$ cat config.mk
export PLATFORM = sky130hd
export DESIGN_NAME = framed_uart_receiver_crc8
export DESIGN_NICKNAME = d
export VERILOG_FILES = /design/src/rtl/core/fur_pkg.sv /design/src/rtl/core/fur_ram.sv /design/src/rtl/core/fur_crc8.sv /design/src/rtl/core/framed_uart_receiver_crc8.sv
export VERILOG_INCLUDE_DIRS = /design/src /design/src/rtl/core
export SDC_FILE = /design/constraint.sdc
export NUM_CORES = 1
export LEC_CHECK = 0
export ABC_AREA = 0
export BUFFER_PORTS_ARGS = -buffer_cell sky130_fd_sc_hd__buf_4
export CORE_MARGIN = 2
export CORE_UTILIZATION = 37
export CTS_CLUSTER_DIAMETER = 60
export CTS_CLUSTER_SIZE = 28
export DETAILED_ROUTE_END_ITERATION = 16
export PLACE_DENSITY = 0.58
export SLEW_MARGIN = 10
export SYNTH_ARGS = -nofsm -noshare
export SYNTH_HDL_FRONTEND = slang
export SYNTH_SLANG_ARGS = --single-unit
$ cat constraint.sdc
create_clock -name aclk -period 5.6 [get_ports aclk]
set_input_delay 0.56 -clock aclk [delete_from_list [all_inputs] [get_ports aclk]]
set_output_delay 0.56 -clock aclk [all_outputs]
set_load 0.1 [all_outputs]
$ cat src/rtl/core/assert_macros.svh
// assertion macros shared by the rtl files
`ifndef ASSERT_MACROS_SVH
`define ASSERT_MACROS_SVH

`ifndef NO_ASSERTIONS

// property must hold at every clock edge out of reset
`define FUR_ASSERT(lbl, clk, rst_n, prop, msg) \
    lbl: assert property (@(posedge clk) disable iff (!rst_n) prop) else $error(msg);

// expression must never be true out of reset
`define FUR_NEVER(lbl, clk, rst_n, expr, msg) \
    lbl: assert property (@(posedge clk) disable iff (!rst_n) !(expr)) else $error(msg);

`else

`define FUR_ASSERT(lbl, clk, rst_n, prop, msg)
`define FUR_NEVER(lbl, clk, rst_n, expr, msg)

`endif

`endif

$ cat src/rtl/core/fur_pkg.sv
// shared types, constants and crc helper for the framed receiver
package fur_pkg;

    localparam int MAX_PAYLOAD = 64;
    localparam int ADDR_W      = $clog2(MAX_PAYLOAD);
    localparam int LEN_W       = ADDR_W + 1;
    localparam int BYTE_W      = 8;
    localparam int OUT_DATA_W  = 24;
    localparam int CFG_IDX_W   = 2;

    localparam logic [BYTE_W-1:0] CRC_POLY = 8'h07;
    localparam int CRC_BITS_PER_CYCLE = 2;
    localparam int CRC_CYCLES = BYTE_W / CRC_BITS_PER_CYCLE;
    localparam int CRC_CNT_W  = $clog2(CRC_CYCLES);

    localparam logic [BYTE_W-1:0] START_MARKER_RST = 8'hAA;
    localparam logic [BYTE_W-1:0] END_MARKER_RST   = 8'h55;
    localparam logic [LEN_W-1:0]  MAX_LENGTH_RST   = LEN_W'(MAX_PAYLOAD);

    // configuration register indexes
    localparam logic [CFG_IDX_W-1:0] REG_START_MARKER = 2'd0;
    localparam logic [CFG_IDX_W-1:0] REG_END_MARKER   = 2'd1;
    localparam logic [CFG_IDX_W-1:0] REG_MAX_LENGTH   = 2'd2;

    typedef struct packed {
        logic              start;
        logic [BYTE_W-1:0] seed;
    } crc_req_t;

    typedef struct packed {
        logic              busy;
        logic              done;
        logic [BYTE_W-1:0] crc;
    } crc_rsp_t;

    // one msb-first shift of the crc register
    function automatic logic [BYTE_W-1:0] crc_bit_step(input logic [BYTE_W-1:0] c);
        logic [BYTE_W-1:0] sh;
        sh = {c[BYTE_W-2:0], 1'b0};
        return c[BYTE_W-1] ? (sh ^ CRC_POLY) : sh;
    endfunction

endpackage

$ cat src/rtl/core/fur_ram.sv
// generic single-port-write ram with registered read
module fur_ram #(
    parameter int WIDTH = 8,
    parameter int DEPTH = 64
) (
    input  logic                     aclk,
    input  logic                     we,
    input  logic [$clog2(DEPTH)-1:0] waddr,
    input  logic [WIDTH-1:0]         wdata,
    input  logic [$clog2(DEPTH)-1:0] raddr,
    output logic [WIDTH-1:0]         rdata
);

    logic [WIDTH-1:0] mem [DEPTH];
    logic [WIDTH-1:0] rdata_reg;

    always_ff @(posedge aclk) begin
        if (we) begin
            mem[waddr] <= wdata;
        end
        rdata_reg <= mem[raddr];
    end

    assign rdata = rdata_reg;

endmodule

$ cat src/rtl/core/fur_crc8.sv
// shared crc-8 shift unit, two bits per cycle
module fur_crc8
    import fur_pkg::*;
(
    input  logic     aclk,
    input  logic     aresetn,
    input  crc_req_t req,
    output crc_rsp_t rsp
);

    `include "assert_macros.svh"

    logic                 busy_reg, busy_next;
    logic [CRC_CNT_W-1:0] cnt_reg, cnt_next;
    logic [BYTE_W-1:0]    crc_reg, crc_next;
    logic [BYTE_W-1:0]    stepped;
    logic                 last_step;

    always_comb begin
        stepped = crc_reg;
        for (int k = 0; k < CRC_BITS_PER_CYCLE; k++) begin
            stepped = crc_bit_step(stepped);
        end
    end

    assign last_step = busy_reg && (cnt_reg == CRC_CNT_W'(CRC_CYCLES - 1));

    always_comb begin
        busy_next = busy_reg;
        cnt_next  = cnt_reg;
        crc_next  = crc_reg;
        if (req.start) begin
            busy_next = 1'b1;
            cnt_next  = '0;
            crc_next  = req.seed;
        end else if (busy_reg) begin
            crc_next = stepped;
            cnt_next = cnt_reg + 1'b1;
            if (last_step) begin
                busy_next = 1'b0;
            end
        end
    end

    always_ff @(posedge aclk) begin
        if (!aresetn) begin
            busy_reg <= 1'b0;
            cnt_reg  <= '0;
        end else begin
            busy_reg <= busy_next;
            cnt_reg  <= cnt_next;
        end
        crc_reg <= crc_next;
    end

    assign rsp.busy = busy_reg;
    assign rsp.done = last_step;
    assign rsp.crc  = stepped;

    `FUR_NEVER(a_start_while_busy, aclk, aresetn, req.start && busy_reg,
        "crc unit restarted while busy")
    `FUR_ASSERT(a_done_frees_unit, aclk, aresetn, last_step |=> !busy_reg,
        "crc unit still busy after done")
    `FUR_NEVER(a_idle_count_clear, aclk, aresetn, !busy_reg && (cnt_reg != '0),
        "crc step count not cleared while idle")

endmodule

$ cat src/rtl/core/framed_uart_receiver_crc8.sv
// Framed receiver: start marker, length, payload with crc-8 byte, end marker.
// Marker and length bytes are taken directly; a non-final payload byte is
// accepted, then run through the shared crc shift unit at 2 bits per cycle.
// A good frame of L bytes is emitted one byte at a time from the payload ram
// (registered read, then output register held on stall), no input taken meanwhile.
// aresetn is synchronous: control state and config registers take reset values.
module framed_uart_receiver_crc8
    import fur_pkg::*;
(
    input  logic                  aclk,
    input  logic                  aresetn,
    // rx_byte [7:0]
    input  logic [BYTE_W-1:0]     s_tdata,
    input  logic                  s_tvalid,
    output logic                  s_tready,
    // payload_byte [7:0], byte_index [13:8], frame_length [20:14], zero [23:21]
    output logic [OUT_DATA_W-1:0] m_tdata,
    output logic                  m_tlast,
    output logic                  m_tvalid,
    input  logic                  m_tready,
    input  logic                  cfg_wr_en,
    input  logic [CFG_IDX_W-1:0]  cfg_index,
    input  logic [BYTE_W-1:0]     cfg_wdata
);

    `include "assert_macros.svh"

    typedef enum logic [3:0] {
        ST_IDLE = 4'b0001,
        ST_CRC  = 4'b0010,
        ST_RD   = 4'b0100,
        ST_LOAD = 4'b1000
    } state_t;

    typedef enum logic [3:0] {
        PH_HUNT = 4'b0001,
        PH_LEN  = 4'b0010,
        PH_PAY  = 4'b0100,
        PH_END  = 4'b1000
    } phase_t;

    state_t state_reg, state_next;
    phase_t phase_reg, phase_next;

    logic [BYTE_W-1:0] start_marker_reg, end_marker_reg;
    logic [LEN_W-1:0]  max_length_reg;

    logic [LEN_W-1:0]  frame_len_reg, frame_len_next;
    logic [ADDR_W-1:0] idx_reg, idx_next;
    logic [ADDR_W-1:0] emit_idx_reg, emit_idx_next;
    logic [BYTE_W-1:0] run_crc_reg, run_crc_next;
    logic [BYTE_W-1:0] rx_crc_reg, rx_crc_next;

    logic                  m_tvalid_reg, m_tvalid_next;
    logic [OUT_DATA_W-1:0] m_tdata_reg, m_tdata_next;
    logic                  m_tlast_reg, m_tlast_next;

    logic              in_acc;
    logic              out_free;
    logic [LEN_W-1:0]  len_limit;
    logic              len_bad;
    logic              pay_final;
    logic              emit_last;
    logic              ram_we;
    logic [BYTE_W-1:0] ram_rdata;

    crc_req_t crc_req;
    crc_rsp_t crc_rsp;

    assign s_tready = (state_reg == ST_IDLE);
    assign in_acc   = s_tvalid && s_tready;
    assign out_free = !m_tvalid_reg || m_tready;

    assign len_limit = (max_length_reg > LEN_W'(MAX_PAYLOAD)) ? LEN_W'(MAX_PAYLOAD)
                                                              : max_length_reg;
    assign len_bad   = (s_tdata == '0) || (s_tdata > BYTE_W'(len_limit));
    assign pay_final = ({1'b0, idx_reg} + 1'b1) == frame_len_reg;
    assign emit_last = ({1'b0, emit_idx_reg} + 1'b1) == frame_len_reg;

    assign ram_we       = in_acc && (phase_reg == PH_PAY);
    assign crc_req.start = ram_we && !pay_final;
    assign crc_req.seed  = run_crc_reg ^ s_tdata;

    fur_crc8 u_crc (
        .aclk    (aclk),
        .aresetn (aresetn),
        .req     (crc_req),
        .rsp     (crc_rsp)
    );

    fur_ram #(
        .WIDTH (BYTE_W),
        .DEPTH (MAX_PAYLOAD)
    ) u_store (
        .aclk  (aclk),
        .we    (ram_we),
        .waddr (idx_reg),
        .wdata (s_tdata),
        .raddr (emit_idx_reg),
        .rdata (ram_rdata)
    );

    always_comb begin
        state_next     = state_reg;
        phase_next     = phase_reg;
        frame_len_next = frame_len_reg;
        idx_next       = idx_reg;
        emit_idx_next  = emit_idx_reg;
        run_crc_next   = run_crc_reg;
        rx_crc_next    = rx_crc_reg;
        m_tvalid_next  = m_tvalid_reg && !m_tready;
        m_tdata_next   = m_tdata_reg;
        m_tlast_next   = m_tlast_reg;

        case (state_reg)
            ST_IDLE: begin
                if (in_acc) begin
                    case (phase_reg)
                        PH_HUNT: begin
                            if (s_tdata == start_marker_reg) begin
                                phase_next   = PH_LEN;
                                run_crc_next = '0;
                                rx_crc_next  = '0;
                            end
                        end
                        PH_LEN: begin
                            if (len_bad) begin
                                phase_next = PH_HUNT;
                            end else begin
                                frame_len_next = s_tdata[LEN_W-1:0];
                                idx_next       = '0;
                                phase_next     = PH_PAY;
                            end
                        end
                        PH_PAY: begin
                            idx_next = idx_reg + 1'b1;
                            if (pay_final) begin
                                rx_crc_next = s_tdata;
                                phase_next  = PH_END;
                            end else begin
                                state_next = ST_CRC;
                            end
                        end
                        PH_END: begin
                            phase_next = PH_HUNT;
                            if (s_tdata == end_marker_reg && run_crc_reg == rx_crc_reg) begin
                                emit_idx_next = '0;
                                state_next    = ST_RD;
                            end
                        end
                        default: begin
                            phase_next = PH_HUNT;
                        end
                    endcase
                end
            end
            ST_CRC: begin
                if (crc_rsp.done) begin
                    run_crc_next = crc_rsp.crc;
                    state_next   = ST_IDLE;
                end
            end
            ST_RD: begin
                // ram address is emit_idx, data shows up next cycle
                state_next = ST_LOAD;
            end
            ST_LOAD: begin
                if (out_free) begin
                    m_tvalid_next = 1'b1;
                    m_tdata_next  = {(OUT_DATA_W - BYTE_W - ADDR_W - LEN_W)'(0),
                                     frame_len_reg, emit_idx_reg, ram_rdata};
                    m_tlast_next  = emit_last;
                    if (emit_last) begin
                        state_next = ST_IDLE;
                    end else begin
                        emit_idx_next = emit_idx_reg + 1'b1;
                        state_next    = ST_RD;
                    end
                end
            end
            default: begin
                state_next = ST_IDLE;
            end
        endcase
    end

    always_ff @(posedge aclk) begin
        if (!aresetn) begin
            state_reg        <= ST_IDLE;
            phase_reg        <= PH_HUNT;
            frame_len_reg    <= '0;
            idx_reg          <= '0;
            emit_idx_reg     <= '0;
            run_crc_reg      <= '0;
            rx_crc_reg       <= '0;
            m_tvalid_reg     <= 1'b0;
            start_marker_reg <= START_MARKER_RST;
            end_marker_reg   <= END_MARKER_RST;
            max_length_reg   <= MAX_LENGTH_RST;
        end else begin
            state_reg    <= state_next;
            phase_reg    <= phase_next;
            frame_len_reg <= frame_len_next;
            idx_reg      <= idx_next;
            emit_idx_reg <= emit_idx_next;
            run_crc_reg  <= run_crc_next;
            rx_crc_reg   <= rx_crc_next;
            m_tvalid_reg <= m_tvalid_next;
            if (cfg_wr_en) begin
                case (cfg_index)
                    REG_START_MARKER: start_marker_reg <= cfg_wdata;
                    REG_END_MARKER:   end_marker_reg   <= cfg_wdata;
                    REG_MAX_LENGTH:   max_length_reg   <= cfg_wdata[LEN_W-1:0];
                    default: begin
                    end
                endcase
            end
        end
    end

    always_ff @(posedge aclk) begin
        m_tdata_reg <= m_tdata_next;
        m_tlast_reg <= m_tlast_next;
    end

    assign m_tvalid = m_tvalid_reg;
    assign m_tdata  = m_tdata_reg;
    assign m_tlast  = m_tlast_reg;

    `FUR_ASSERT(a_last_matches_len, aclk, aresetn,
        (m_tvalid_reg && m_tlast_reg) |->
            ({1'b0, m_tdata_reg[BYTE_W +: ADDR_W]} + 1'b1)
                == m_tdata_reg[BYTE_W + ADDR_W +: LEN_W],
        "last flag not on final payload byte")
    `FUR_ASSERT(a_idle_crc_free, aclk, aresetn,
        (state_reg == ST_IDLE) |-> !crc_rsp.busy,
        "crc unit busy while taking requests")
    `FUR_ASSERT(a_crc_in_payload, aclk, aresetn,
        (state_reg == ST_CRC) |-> (phase_reg == PH_PAY || phase_reg == PH_END),
        "crc running outside payload")
    `FUR_ASSERT(a_len_in_range, aclk, aresetn,
        (phase_reg == PH_PAY || phase_reg == PH_END) |->
            (frame_len_reg != '0 && frame_len_reg <= LEN_W'(MAX_PAYLOAD)),
        "frame length out of range inside a frame")

endmodule

; Word level (Yosys, flattened, before mapping)
; Memory sizes are Yosys's and may differ from the RTL's. A register that Yosys moved wholly into a read port is not among the register bits.
; Cells that the tools add are included.
[classes]
add_sub_neg = 5
n_reduce_logical = 30
mux = 39
eq_ne = 30
bitwise_logic = 5
order_cmp = 2
[ops]
columns = cell, count
row1 = two-way mux 8 bit, 7
row2 = two-way mux 6 bit, 6
row3 = case mux 8 bit (2 select lines), 2
row4 = two-way mux 4 bit, 7
row5 = == test 8 bit, 3
row6 = case mux 6 bit (2 select lines), 2
row7 = case mux 4 bit (4 select lines), 1
row8 = "adder 6 x 1 -> 7 bit, second input constant", 2
row9 = == test 7 bit, 2
row10 = "adder 6 x 1 -> 6 bit, second input constant", 2
row11 = two-way mux 3 bit, 4
row12 = "inequality test 2 x 1 -> 1 bit, second input constant", 6
row13 = case mux 4 bit (3 select lines), 1
row14 = AND reduction 4 bit, 3
row15 = AND reduction 6 bit, 2
row16 = "inequality test 2 bit, second input constant", 5
row17 = AND reduction 5 bit, 2
row18 = nonzero test 2 bit, 5
row19 = "== test 4 x 1 -> 1 bit, second input constant", 2
row20 = "== test 4 x 2 -> 1 bit, second input constant", 2
row21 = "== test 4 x 3 -> 1 bit, second input constant", 2
row22 = "== test 4 bit, second input constant", 2
row23 = > comparator 8 x 7 -> 1 bit, 1
row24 = zero test 8 bit, 1
row25 = 18 further kinds, 39
[totals]
elab_cells = 128
ramBits = 512
register_bits = 100
in_bits = 23
n_memories = 1
out_inout_bits = 27
[mem_list]
columns = name, depth, word_bits, rd, rd_ports_with_merged_regs, wr, line_no
row1 = u_store.mem, 64, 8, 1, 1, 1, fur_ram.sv:14  ; logic [WIDTH-1:0] mem [DEPTH];

; Longest topological paths before layout
[logic_depth]
word_depth = 6
ltp_mapped = 11
depth_no_buf = 10

; Cells and area by module
; From an unflattened synthesis, not the netlist that was laid out.
[unflattened]
hier_cells = 1460
area_unflattened_um2 = 25268.0
[modules_own_cells]
columns = mod, n_inst, cells_each, seq_area_each_um2, area_per_inst_um2
row1 = fur_ram, 1, 940, 15534.9, 20166.8
row2 = framed_uart_receiver_crc8, 1, 478, 2001.9, 4536.9
row3 = fur_crc8, 1, 42, 300.3, 564.3

; Worst setup path before layout
; Ideal clock, no wire load.
[synth_timing]
path_type = register to register
start = register state_reg[3]
end = memory u_store.mem[40][0], enable pin
t_required_ns = 5.230
slack_ns = 2.103
stages_incl_launch_ff = 7
arrival_time_ns = 3.126
synth_period_minus_slack_ns = 3.497
n_path_buf = 2
setup_time_ns = 0.370
path_cell_list = dfxtp_1 buf_2 nor4b_4 nand2_1 clkbuf_1 or3_1 nor2_1
[synth_between]
elab_chain_cells = 5
[synth_lines]
columns = element, line_no
row1 = "start, declared", framed_uart_receiver_crc8.sv:42  ; state_t state_reg, state_next;
row2 = "start signal, assigned", framed_uart_receiver_crc8.sv:201  ; state_reg <= state_next;
row3 = == test 4 x 1 -> 1 bit, framed_uart_receiver_crc8.sv:70  ; assign s_tready = (state_reg == ST_IDLE);
row4 = net s_tready, framed_uart_receiver_crc8.sv:15  ; output logic s_tready,
row5 = logical AND 1 bit, framed_uart_receiver_crc8.sv:71  ; assign in_acc = s_tvalid && s_tready;
row6 = logical AND 1 bit, framed_uart_receiver_crc8.sv:80  ; assign ram_we = in_acc && (phase_reg == PH_PAY);
row7 = two-way mux 1 bit, fur_ram.sv:18  ; if (we) begin
row8 = two-way mux 1 bit (implied by the code), fur_ram.sv:19  ; mem[waddr] <= wdata;
row9 = "end, declared", fur_ram.sv:14
; The timed path passes the listed nets, and every way through them passes these cells.

; Final worst setup path
[layout_timing]
start = register state_reg[0]
end = memory u_store.mem[44][2], enable pin
[layout_between]
elab_chain_cells = 5
[layout_lines]
columns = element, line_no
row1 = == test 4 x 1 -> 1 bit, framed_uart_receiver_crc8.sv:70
row2 = logical AND 1 bit, framed_uart_receiver_crc8.sv:71
row3 = logical AND 1 bit, framed_uart_receiver_crc8.sv:80
row4 = two-way mux 1 bit, fur_ram.sv:18
row5 = two-way mux 1 bit (implied by the code), fur_ram.sv:19
; Every way passes these cells.

==> results.yml <==
route:
  drtPass1Iterations: 7
  finalWirelength_um: 57000
  wl_per_cell_um: 25.4
  vias_per_cell: 5.37
  drt_iter0_drc: 1092
  drc_errors: 0
  antenna_left: 0
  route.vias.total: 12000
power_and_ir_drop:
  worst_ir_drop_vdd_uv: 226
  leakage_nw: 8.45
  powerDensity_nw_per_um2: 311
  finalPower_mw: 8.59
clock_tree:
  cts_root_buf: "clkbuf_16"
  cts_hold_buf: 0
  post_cts_buffers: 0
  cts_buffer_depth: 3
  numCtsBuffers: 41
  cts_sinks: 620
  clock_latency_ns: 0.61
  cts_max_level: 2
  cts_resized: 0
  cts_tree: "built"
  clk_pin_slew_ns: 0.09
sta:
  report.final.slew_viol_count: 0
  rsz0062_at_grt: "no"
  fin_skew_ns: 0.0356
  final.setup.tns_ns: 0
  period_minus_slack_ns: 3.47
  max_freq_ghz: 0.288
  max_slew_margin_pct: 21.3
  layout_setup_ws_ns: 2.13
  finalSetupViolations: 0
  hold_viol: 0
  min_period_over_period_pct: 62.0
  worst_slew_pin_slew_ns: 1.18
die:
  io_pins: 50
  start_util_pct: 37.2
  rows: 95
  fp.dieH_um: 263
  core_um2: 66800
  die-area_um2: 69300
  dieWidth_um: 263
final_layout:
  final_cell_mix: "edfxtp_1 (542), mux4_2 (168), nor2_1 (81), dfxtp_1 (75), buf_4 (59)"
  final_util_pct: 41.4
  finalNetCount: 1369
  layout_commonest_cell: "edfxtp_1"
  final_cells: 2243
  fillers: 5921
  synthToLayoutAreaGrowth_pct: 11.2
  largest_reg_flops: 512
  drive_above_1_share_pct: 23.6
critical_path:
  cp_common_cell: "nor2_1"
  slowest_stage: "nor2_1"
  critical_path.startpoint: "state_reg[0]$_SDFFE_PN1P_"
  arrival_ns: 3.70
  crit_fanout: 17
  startpoint_type: "register"
  crit_required_ns: 5.82
  path_buf_inv: 0
  crit_chain: "nor4b_4, nand2_1, nor2_1, nand3_1, nor2_1"
  cp_top_family: "simple AND/OR/NAND/NOR gates"
  critical_path_class: "register to register"
  cpPeakStageDelay_ns: 0.80
  rr_startpoint: "state_reg[0]$_SDFFE_PN1P_"
  cp-end-kind: "register"
worst_hold_path:
  hold_path_class: "primary input to register"
  min-delay-start: "cfg_wdata[7]"
grt:
  grt.overflow.total: 0
  antenna_found_initial: 3
  grt_pass1_wl_um: 84200
  grt_pass1_vias: 12300
  grt_max_degree: 104
  track_usage_pct: 16.4
yosys:
  syn_area_um2: 24900
  synth_compound_area_share_pct: 2.09
  synthArstFlopShare_pct: 0
  synthSimpleGateAreaFrac_pct: 5.59
  synth.mux.area_fraction_pct: 16.6
  avgSynthCellArea_um2: 19.0
  yosysSeqAreaShare_pct: 71.8
  synth_edf_count: 542
  synthDistinctLibCells: 62
  synth_top_family_by_area: "multiplexers"
  synth_warnings: 0
  synth_fa_ha_area_share_pct: 0.503
  ys_ff_latch: 620
  yosys.area_share.xor_xnor_pct: 1.83
  synthCells: 1310
  synth-main-ff-cell: "edfxtp_1"
placed_design:
  port_buffers: 46
  pre_cts_ws_ns: 1.92
  hpwl_um: 33900
  dp.cells: 2166
  place_congestion: 0.737
flow_run:
  drv_cap: 0
outcome:
  status: "complete, no violations"
## worst min-delay path, stage by stage
cell and delay, ns:
buf_4 0.08, mux2i_1 0.05, nand2_1 0.06
## Yosys cell counts, types with 2 or more instances
master / count / area share (%)
a21boi_1: 15 / 0.45
a21oi_1: 20 / 0.40
a22oi_1: 3 / 0.091
a31oi_1: 2 / 0.050
and3_1: 2 / 0.050
buf_1: 6 / 0.091
buf_2: 11 / 0.22
buf_4: 10 / 0.30
clkbuf_1: 52 / 0.79
dfxtp_1: 78 / 6.3
edfxtp_1: 542 / 65
ha_1: 10 / 0.50
inv_1: 6 / 0.091
mux2i_1: 34 / 1.4
mux4_2: 168 / 15
nand2_1: 48 / 0.73
nand2b_1: 5 / 0.13
nand3_1: 14 / 0.28
nand3b_1: 23 / 0.69
nand4_1: 5 / 0.13
nor2_1: 82 / 1.2
nor2b_1: 33 / 0.83
nor3_1: 6 / 0.12
nor3b_1: 3 / 0.091
nor4_1: 9 / 0.23
nor4b_1: 4 / 0.14
nor4bb_1: 2 / 0.081
o211a_1: 2 / 0.081
o21a_1: 6 / 0.18
o21ai_0: 5 / 0.10
o22ai_1: 6 / 0.15
o2bb2ai_1: 4 / 0.14
or2_2: 2 / 0.050
or3_1: 11 / 0.28
or3b_2: 4 / 0.14
xnor2_1: 22 / 0.78
xor2_1: 30 / 1.1
## worst paths after layout
kind                                      end  slack [ns]  cells after the start
min reg2reg              m_tdata[0]$_DFFE_PP_        0.41                      0
max reg2reg      u_store.mem[44][2]$_DFFE_PP_        2.13                      5
min          start_marker_reg[7]$_SDFFE_PN1P_        0.21                      3
max              u_store.mem[44][2]$_DFFE_PP_        2.13                      5
## power breakdown
group	internal, mW	total, mW	switching (mW)	leakage, nW
logic	0.0344	0.148	0.114	2.21
clock network	1.62	3.43	1.81	0.741
registers	5.01	5.01	0.00385	5.50
## layout make-up
type	count	area, um^2	area share, %
flip-flops and latches	620	17800	64.6
multi-input cells	605	6650	24.0
well taps	873	1090	3.95
diodes	1	2.50	0.00905
clock buffers	44	1100	3.98
inverters	7	27.5	0.0996
repair buffers	61	483	1.75
clock inverters	32	442	1.60
## logic make-up (layout without fill, tap and decap cells)
logic type,count (synthesis),after routing
flops,620,620
mux,203,203
xor+xnor,52,52
other cells,1,4
buf+inv,87,144
simple gates,261,261
fa+ha+maj,10,10
compound gates,76,76
## routing by layer
| layer | vias to the layer above | GRT usage [%] | routed length (um) |
|---|---|---|---|
| met1 | 6389 | 23.4 | 25900 |
| met4 | 0 | 3.15 | 762 |
| met3 | 53 | 2.73 | 3010 |
| li1 | 5295 | - | - |
| met5 | - | 0 | 0 |
| met2 | 310 | 26.7 | 27300 |
## through the flow
stage / instance area, um^2 / hold WS, ns
after global routing: 27600 / 0.218
after global placement: 26100 / 0.390
final: 27600 / 0.213
after CTS: 27600 / 0.184
after floorplan: 24900 / 0.386
after detailed placement: 26100 / 0.391
(Power assumes the default switching activity.)
